[src/sv/wso_pkg.sv]
`timescale 1ns / 1ps
// ----------------------------------------------------------------------------
// wso_pkg
// Constants, phase-step reciprocal and quarter-wave sine table for the
// wavetable sine oscillator.
// ----------------------------------------------------------------------------
package wso_pkg;

    localparam int TABLE_SIZE          = 1024;
    localparam int PHASE_FRACTION_BITS = 16;
    localparam int SAMPLE_RATE         = 48000;

    localparam int TABLE_BITS   = $clog2(TABLE_SIZE);
    localparam int PHASE_BITS   = TABLE_BITS + PHASE_FRACTION_BITS;
    localparam int QUARTER_BITS = TABLE_BITS - 2;
    localparam int QUARTER_SIZE = TABLE_SIZE / 4;

    localparam int FREQ_W   = 15;
    localparam int SAMPLE_W = 16;
    localparam int SINE_W   = SAMPLE_W - 1;

    localparam int MAX_FREQ   = 20000;
    localparam int MID_LEVEL  = 32768;
    localparam int PEAK_LEVEL = 32767;

    localparam logic [63:0] HALF_PI_Q62 = 64'h6487ED5110B4611A;

    // step = floor(f * 2^PHASE_BITS / SAMPLE_RATE) done as (f * M) >> STEP_SHIFT,
    // M rounded up; exact for f * SAMPLE_RATE < 2^STEP_SHIFT
    localparam int STEP_SHIFT = $clog2(MAX_FREQ * 64'(SAMPLE_RATE) + 64'd1);
    localparam logic [127:0] STEP_NUM  = 128'd1 << (PHASE_BITS + STEP_SHIFT);
    localparam logic [127:0] STEP_MULT =
        (STEP_NUM + 128'(SAMPLE_RATE - 1)) / 128'(SAMPLE_RATE);
    localparam int MULT_W = $clog2(STEP_MULT + 128'd1);
    localparam int PROD_W = PHASE_BITS + STEP_SHIFT + 2;

    typedef logic [SINE_W-1:0] quarter_rom_t [QUARTER_SIZE];

    function automatic logic [63:0] q62_mul(input logic [63:0] a, input logic [63:0] b);
        logic [127:0] p;
        p = 128'(a) * 128'(b);
        return p[125:62];
    endfunction

    // floor(32767 * sin((pi/2) * m / QUARTER_SIZE)), Q62 Taylor series
    function automatic logic [63:0] scaled_sine(input logic [63:0] m);
        logic [63:0] x;
        logic [63:0] x2;
        logic [63:0] term;
        logic [63:0] sum;
        logic [63:0] a;
        logic [63:0] b;
        x = (HALF_PI_Q62 / 64'(QUARTER_SIZE)) * m
            + ((HALF_PI_Q62 % 64'(QUARTER_SIZE)) * m) / 64'(QUARTER_SIZE);
        x2   = q62_mul(x, x);
        term = x;
        sum  = x;
        for (int k = 1; k <= 16; k++)
        begin
            term = q62_mul(term, x2) / 64'((2 * k) * (2 * k + 1));
            if ((k % 2) == 1)
            begin
                sum = sum - term;
            end
            else
            begin
                sum = sum + term;
            end
        end
        a = 64'(PEAK_LEVEL) * (sum >> 32);
        b = 64'(PEAK_LEVEL) * {32'd0, sum[31:0]};
        return (a + (b >> 32)) >> 30;
    endfunction

    // entry 0 is never read: angle zero is handled outside the table
    function automatic quarter_rom_t build_quarter_rom();
        quarter_rom_t rom;
        rom[0] = '0;
        for (int m = 1; m < QUARTER_SIZE; m++)
        begin
            rom[m] = SINE_W'(scaled_sine(64'(m)));
        end
        return rom;
    endfunction

    localparam quarter_rom_t QUARTER_ROM = build_quarter_rom();

endpackage

[src/sv/wavetable_sine_oscillator_core.sv]
`timescale 1ns / 1ps
// ----------------------------------------------------------------------------
// wavetable_sine_oscillator_core
// Direct digital synthesis sine source: one stereo frame per tone word.
// ----------------------------------------------------------------------------
// Takes one tone word (frequency in Hz, saturated at 20 kHz) per cycle and
// returns one stereo frame per word: the first register holds the phase
// step (one constant multiply), the second the sample read from a
// quarter-wave table at the current phase while the phase accumulator
// advances. Sustained rate is one word per cycle while frame_stall is low;
// the phase accumulator loop sets it. Frequency 0 gives mid-level and holds
// the phase. double_step (reset 1) advances the phase by two steps per frame.
// ----------------------------------------------------------------------------
module wavetable_sine_oscillator_core
    import wso_pkg::*;
(
    input  logic                clk,
    input  logic                rst_n,
    input  logic                tone_valid,
    output logic                tone_stall,
    input  logic [FREQ_W-1:0]   tone_frequency,
    output logic                frame_valid,
    input  logic                frame_stall,
    output logic [SAMPLE_W-1:0] left_sample,
    output logic [SAMPLE_W-1:0] right_sample,
    input  logic                cfg_valid,
    output logic                cfg_ready,
    input  logic                double_step
);

    logic                  double_step_reg;
    logic [PHASE_BITS-1:0] phase_reg;
    logic [PHASE_BITS-1:0] phase_next;
    logic                  step_valid_reg;
    logic [PHASE_BITS-1:0] step_reg;
    logic                  silent_reg;
    logic                  frame_valid_reg;
    logic [SAMPLE_W-1:0]   sample_reg;
    logic [SAMPLE_W-1:0]   sample_next;

    logic                  out_en;
    logic                  step_en;
    logic                  advance;
    logic [FREQ_W-1:0]     freq_sat;
    logic [PROD_W-1:0]     step_prod;
    logic [PHASE_BITS-1:0] phase_advance;

    logic [TABLE_BITS-1:0]   table_idx;
    logic [1:0]              quad;
    logic [QUARTER_BITS-1:0] quad_pos;
    logic [QUARTER_BITS:0]   mirror;
    logic [SINE_W-1:0]       sine_mag;

    assign cfg_ready = 1'b1;

    // output stage moves when empty or taken; step stage when it can drain
    assign out_en     = !frame_valid_reg || !frame_stall;
    assign step_en    = !step_valid_reg || out_en;
    assign tone_stall = !step_en;
    assign advance    = step_valid_reg && out_en;

    assign freq_sat  = (tone_frequency > FREQ_W'(MAX_FREQ)) ? FREQ_W'(MAX_FREQ)
                                                             : tone_frequency;
    assign step_prod = PROD_W'(freq_sat) * PROD_W'(STEP_MULT[MULT_W-1:0]);

    assign phase_advance = double_step_reg ? {step_reg[PHASE_BITS-2:0], 1'b0} : step_reg;

    always_comb
    begin
        phase_next = phase_reg;
        if (advance && !silent_reg)
        begin
            phase_next = phase_reg + phase_advance;
        end
    end

    // quarter-wave lookup: fold the index onto the first quadrant
    assign table_idx = phase_reg[PHASE_BITS-1 -: TABLE_BITS];
    assign quad      = table_idx[TABLE_BITS-1 -: 2];
    assign quad_pos  = table_idx[QUARTER_BITS-1:0];
    assign mirror    = quad[0] ? ((QUARTER_BITS+1)'(QUARTER_SIZE) - {1'b0, quad_pos})
                               : {1'b0, quad_pos};
    assign sine_mag  = QUARTER_ROM[mirror[QUARTER_BITS-1:0]];

    always_comb
    begin
        if (silent_reg || (mirror == '0))
        begin
            sample_next = SAMPLE_W'(MID_LEVEL);
        end
        else if (mirror[QUARTER_BITS])
        begin
            sample_next = quad[1] ? SAMPLE_W'(MID_LEVEL - PEAK_LEVEL)
                                  : SAMPLE_W'(MID_LEVEL + PEAK_LEVEL);
        end
        else if (quad[1])
        begin
            sample_next = SAMPLE_W'(MID_LEVEL - 1) - SAMPLE_W'(sine_mag);
        end
        else
        begin
            sample_next = SAMPLE_W'(MID_LEVEL) + SAMPLE_W'(sine_mag);
        end
    end

    always_ff @(posedge clk or negedge rst_n)
    begin
        if (!rst_n)
        begin
            double_step_reg <= 1'b1;
            phase_reg       <= '0;
            step_valid_reg  <= 1'b0;
            frame_valid_reg <= 1'b0;
        end
        else
        begin
            if (cfg_valid && cfg_ready)
            begin
                double_step_reg <= double_step;
            end
            phase_reg <= phase_next;
            if (step_en)
            begin
                step_valid_reg <= tone_valid;
            end
            if (out_en)
            begin
                frame_valid_reg <= step_valid_reg;
            end
        end
    end

    always_ff @(posedge clk)
    begin
        if (step_en && tone_valid)
        begin
            step_reg   <= step_prod[STEP_SHIFT +: PHASE_BITS];
            silent_reg <= (tone_frequency == '0);
        end
        if (advance)
        begin
            sample_reg <= sample_next;
        end
    end

    assign frame_valid  = frame_valid_reg;
    assign left_sample  = sample_reg;
    assign right_sample = sample_reg;

    // a stalled input always means the step stage holds a word
    a_stall_needs_word: assert property (@(posedge clk) disable iff (!rst_n)
        tone_stall |-> step_valid_reg)
        else $error("tone_stall with empty step stage");

    a_silence_holds_phase: assert property (@(posedge clk) disable iff (!rst_n)
        (advance && silent_reg) |=> (phase_reg == $past(phase_reg)))
        else $error("phase moved on a silent word");

    a_silence_mid_level: assert property (@(posedge clk) disable iff (!rst_n)
        (advance && silent_reg) |=> (left_sample == SAMPLE_W'(MID_LEVEL)))
        else $error("silent word gave a non mid-level sample");

    a_drain_empties: assert property (@(posedge clk) disable iff (!rst_n)
        (frame_valid && !frame_stall && !step_valid_reg) |=> !frame_valid)
        else $error("frame repeated after being taken");

endmodule

[config.mk]
export PLATFORM = sky130hd
export DESIGN_NAME = wavetable_sine_oscillator_core
export DESIGN_NICKNAME = d
export VERILOG_FILES = /design/src/sv/wso_pkg.sv /design/src/sv/wavetable_sine_oscillator_core.sv
export SDC_FILE = /design/constraint.sdc
export NUM_CORES = 1
export LEC_CHECK = 0
export ABC_AREA = 1
export BUFFER_PORTS_ARGS = -buffer_cell sky130_fd_sc_hd__clkbuf_2
export CORE_MARGIN = 2
export CORE_UTILIZATION = 70
export DETAILED_ROUTE_END_ITERATION = 8
export PLACE_DENSITY = 0.95
export SLEW_MARGIN = 20
export SYNTH_ARGS = -nofsm -noshare
export SYNTH_HDL_FRONTEND = slang
export SYNTH_SLANG_ARGS = --single-unit
[constraint.sdc]
create_clock -name clk -period 8.06 [get_ports clk]
set_input_delay 2.418 -clock clk [delete_from_list [all_inputs] [get_ports clk]]
set_output_delay 2.418 -clock clk [all_outputs]
set_load 0.02 [all_outputs]
==> impl_metrics.csv, run 1 <==
group,metric,value,unit
synth,ys_ff_latch,72,
global_routing,grt-ovfl-total,1874,
synth,ys_warn_count,0,
synth,synth_edf_count,43,
synth,yosysUniqueCellTypes,47,
global_routing,grt_first_pass_wirelength,202200,µm
floorplan,rows,59,
global_routing,grt_pass1_vias,28470,
outcome,flow.stopped_at,"global routing",
cts,numCtsBuffers,9,
placement,gp_congestion,1.256,
cts,htreeDepth,3,
global_routing,grt_max_degree,88,
placement,place_inst,3175,
floorplan,dieHeight,165.9,µm
outcome,status,"did not finish",
floorplan,die_w,165.9,µm
synth,netlist_instances,2615,
synth,synth_flop_cell,"edfxtp_1",
cts,clockBufferDepth,2,
cts,cts_root_buf,"clkbuf_16",
floorplan,num_io_pins,56,
outcome,error_line,"[ERROR GRT-0116] Global routing finished with congestion. Check the congestion regions in the DRC Viewer.",
placement,postPlaceCellArea,20640,µm²
global_routing,grtUsageTotal,98.58,%
synth,synth_area,18360,µm²
floorplan,initial_core_util,70.84,%
placement,portBuffers,54,
synth,synth-seq-area-share,11.00,%
placement,hpwl,62890,µm
cts,numClockSinks,72,
placement,post-place-ws,-1.385,ns
synth,synthArstFlopShare,40.28,%
synth,syn_area_per_cell,7.019,µm²
cell usage after synthesis, types with 8 or more instances:
library cell / n / area [µm²]
a21oi_1: 141 / 705.7
o21ai_0: 155 / 775.7
ha_1: 222 / 2778
dfrtp_1: 28 / 700.7
nor3_1: 13 / 65.06
a21o_1: 11 / 82.58
inv_1: 493 / 1851
o21a_1: 10 / 75.07
o21ai_1: 11 / 55.05
nor2_1: 172 / 645.6
inv_2: 8 / 30.03
xor2_1: 24 / 210.2
o211ai_1: 15 / 112.6
nand2_2: 10 / 62.56
clkbuf_1: 20 / 75.07
nand4_1: 28 / 175.2
xnor2_1: 18 / 157.7
fa_1: 204 / 4084
nor4_1: 9 / 56.30
nand2_1: 667 / 2504
edfxtp_1: 43 / 1291
a31oi_1: 21 / 131.4
nand3_1: 180 / 900.9
buf_4: 27 / 202.7
buf_2: 20 / 100.1
buf_6: 10 / 112.6
per-layer routing:
metal | track usage [%] | overflow
met5 | 67.65 | 16
met4 | 105.3 | 400
met3 | 83.67 | 94
met2 | 117.4 | 1188
met1 | 92.11 | 176
cells by family after synthesis:
logic type                 synth area share (%)
and+or+nand+nor                           25.17
adders and majority gates                 37.38
xor gates and xnor gates                  2.004
DFF                                       11.00
other                                   0.04092
buffers and inverters                     13.08
AOI/OAI and AO/OA                         11.32
timing repair:
| action | in CTS |
|---|---|
| cloned | 1 |
| buffers inserted | 25 |
| pin swaps | 101 |
| setup endpoints to repair | 26 |
| hold buffers | 0 |
| resized for setup | 334 |
per-stage QoR:
step | setup TNS, ns | hold slack, ns | utilization (%)
3_3_place_gp | -14.42 | 0.4562 | 79.64
2_1_floorplan | -3.967 | 0.4331 | -
4_1_cts | -8.430 | 0.4892 | 86.75
3_5_place_dp | -29.97 | 0.4749 | 79.64
==> run 2: changes to the inputs <==
--- a/config.mk
+++ b/config.mk
@@ -8,9 +8,9 @@
 export ABC_AREA = 1
 export BUFFER_PORTS_ARGS = -buffer_cell sky130_fd_sc_hd__clkbuf_2
 export CORE_MARGIN = 2
-export CORE_UTILIZATION = 70
+export CORE_UTILIZATION = 40
 export DETAILED_ROUTE_END_ITERATION = 8
-export PLACE_DENSITY = 0.95
+export PLACE_DENSITY_LB_ADDON = 0.15
 export SLEW_MARGIN = 20
 export SYNTH_ARGS = -nofsm -noshare
 export SYNTH_HDL_FRONTEND = slang
==> run 2 against run 1 <==
  * The flow now finishes, with violations (setup timing)
  * Synthesized cell count unchanged
  * Synthesized area unchanged
==> impl_metrics.csv, run 2 <==
group,metric,value,unit
final_layout,layout.nets,3426,
cts,cts_root_buf,"clkbuf_16",
routing,drc_errors,0,
routing,wl_per_cell,21.60,µm
synth,synth_area,18360,µm²
global_routing,grtUsageTotal,32.36,%
cts,clockBufferDepth,2,
final_layout,regArea,2018,µm²
final_layout,final_common_cell,"nand2_1",
worst_setup_path,worstSetupStartpointType,"input port",
synth,netlist_instances,2615,
hold_path,min-delay-start,"phase_reg[11]",
worst_setup_path,critPathMostFrequentCell,"buf_4",
worst_setup_path,crit_required,8.25,ns
worst_setup_path,cp.arrival,8.94,ns
worst_setup_path,r2r_start,"phase_reg[16]",
timing,tightest_slew,0.9958,ns
synth,synth_xor_xnor_area_share,2.004,%
worst_setup_path,crit_cells,51,
cts,numClockSinks,72,
floorplan,num_io_pins,56,
worst_setup_path,regToRegEndpoint,"left_sample[6]",
synth,synthArstFlopShare,40.28,%
synth,synth-seq-area-share,11.00,%
placement,portBuffers,54,
routing,num_vias,19220,
cts,clk_pin_slew,0.06,ns
routing,drt_pass1_iterations,9,
final_layout,diodes,0,
final_layout,fillCellCount,4510,
synth,yosysUniqueCellTypes,47,
timing,period_share,108.5,%
synth,synth_top_family_by_area,"adder cells",
final_layout,final_cell_mix,"637 x nand2_1, 455 x inv_1, 360 x buf_4",
timing,setup_ws,-0.6886,ns
synth,synth.top_cells.by_area,"fa_1 22%, ha_1 15%, nand2_1 14%",
timing,fin_worst_skew,0.01174,ns
synth,synth_top_area_share,22.25,%
synth,synth_most_common_cell,"nand2_1",
floorplan,initial_core_util,40.45,%
global_routing,grt_max_degree,52,
cts,cts_tree,"yes",
cts,numCtsBuffers,9,
synth,synth_compound_area_share,11.32,%
floorplan,die_w,218.2,µm
worst_setup_path,slowest_delay,0.25,ns
routing,drt_wl_total,77430,µm
timing,grt_setup_unrepaired,"true",
timing,hold_viol,0,
timing,relSlewSlack,33.54,%
synth,synth_common_cells,"667 x nand2_1, 493 x inv_1, 222 x ha_1, 204 x fa_1, 180 x nand3_1",
global_routing,grt_pass1_vias,19300,
hold_path,hold_path_class,"flop to flop",
timing,min_period,8.749,ns
synth,synth_flop_cell,"edfxtp_1",
worst_setup_path,end_kind,"flop",
hold_path,hold_end,"phase_reg[11]",
cts,clkLatencyLatePin,0.37,ns
hold_path,worstHoldPathCells,2,
outcome,violations,"setup timing",
floorplan,core,45380,µm²
synth,syn_area_per_cell,7.019,µm²
worst_setup_path,crit_slowest_cell,"nor4_4",
global_routing,grt_first_pass_wirelength,115100,µm
routing,via_per_inst,5.362,
worst_setup_path,crit_start,"tone_frequency[6]",
routing,first_iter_violations,1670,
placement,gp_congestion,1.038,
floorplan,dieHeight,218.2,µm
worst_setup_path,cp_top_family,"buffers and inverters",
global_routing,grt-ovfl-total,0,
floorplan,rows,78,
cts,holdBufCountCts,0,
synth,synth_simple_gate_area_share,25.17,%
worst_setup_path,rrSetupSlack,3.39,ns
final_layout,multiInputGateArea,15450,µm²
synth,synthMuxAreaShare,0,%
global_routing,antenna_found_initial,0,
cts,htreeDepth,3,
final_layout,area_delta_synth_final,28.73,%
worst_setup_path,crit_buf_inv,47,
worst_setup_path,rr_worst_depth,19,
floorplan,dieArea,47620,µm²
placement,hpwl,62320,µm
placement,post-place-ws,-1.006,ns
synth,ys_ff_latch,72,
synth,synth_adder_area_share,37.38,%
synth,synth_edf_count,43,
timing,slew_violations,0,
synth,synth_area_leader_cell,"fa_1",
routing,ant_nets,0,
timing,fmax,0.1143,GHz
final_layout,final_layout_size_suffix_gt1_share,25.44,%
outcome,status,"finished with violations",
synth,ys_warn_count,0,
worst_setup_path,crit_fanout,2,
timing,setup_viol,27,
run,maxCapViolations,0,
worst_setup_path,crit_type,"input port to flop",
run 2: cell counts after synthesis:
No cell type changed its count.
run 2: area by class of cell:
| type | count | area share (%) |
|---|---|---|
| well taps | 600 | 3.177 |
| clock buffers | 9 | 0.9532 |
| multi-input cells | 1959 | 65.38 |
| flip-flops and latches | 72 | 8.542 |
| clock inverters | 7 | 0.2965 |
| repair buffers | 432 | 13.59 |
| inverters | 505 | 8.054 |
run 2: worst min-delay path, stage by stage (launching register included):
cell and delay [ns]:
dfrtp_1 0.35, nand2_1 0.05, o21ai_0 0.06
run 2: cell families (layout without fill, tap and decap cells):
logic type / Yosys count / in the layout
AO/OA/AOI/OAI: 382 / 382
buffers and inverters: 586 / 953
adder cells (fa/ha/maj): 426 / 426
other: 2 / 4
XOR/XNOR: 42 / 42
flip-flops: 72 / 72
AND/OR/NAND/NOR: 1105 / 1105
run 2: worst max path at each step:
| stage | end | slack [ns] |
|---|---|---|
| floorplan | step_reg[20] | -0.30 |
| global placement | step_reg[10] | -0.98 |
| detailed placement | step_reg[10] | -1.01 |
| CTS | step_reg[10] | -0.25 |
| global route | silent_reg | -0.74 |
| finish | silent_reg | -0.69 |
run 2: through the flow:
step / utilization, % / TNS [ns] / hold slack, ns / cell area, µm² / std cells
floorplan: - / -3.967 / 0.4331 / 18570 / 2617
global placement: 47.03 / -19.69 / 0.4654 / 21340 / 3488
detailed placement: 47.03 / -21.07 / 0.4835 / 21340 / 3488
CTS: 51.10 / -3.540 / 0.4976 / 23190 / 3572
global route: 52.07 / -17.04 / 0.5224 / 23630 / 3584
finish: 52.07 / -13.23 / 0.4915 / 23630 / 3584
run 2: timing repair:
action / CTS / global route
pin swaps: 74 / 55
endpoints found under the setup margin: 26 / 27
gates resized for setup: 241 / 91
setup buffers: 69 / 15
hold endpoints to repair: 0 / 0
run 2: layer usage:
metal / vias to the layer above / wire length, µm / share of wire [%] / track usage [%]
met1: 9268 / 30650 / 40 / 38.97
met2: 713 / 38080 / 49 / 56.44
met4: 0 / 5111 / 6.6 / 18.44
li1: 9010 / - / - / -
met3: 228 / 3589 / 4.6 / 3.076
met5: - / 0 / 0 / 0
Power of run 2 is left out: the tool's default activity adds up to more than one toggle a clock period on the data nets, which glitch-free logic cannot reach.
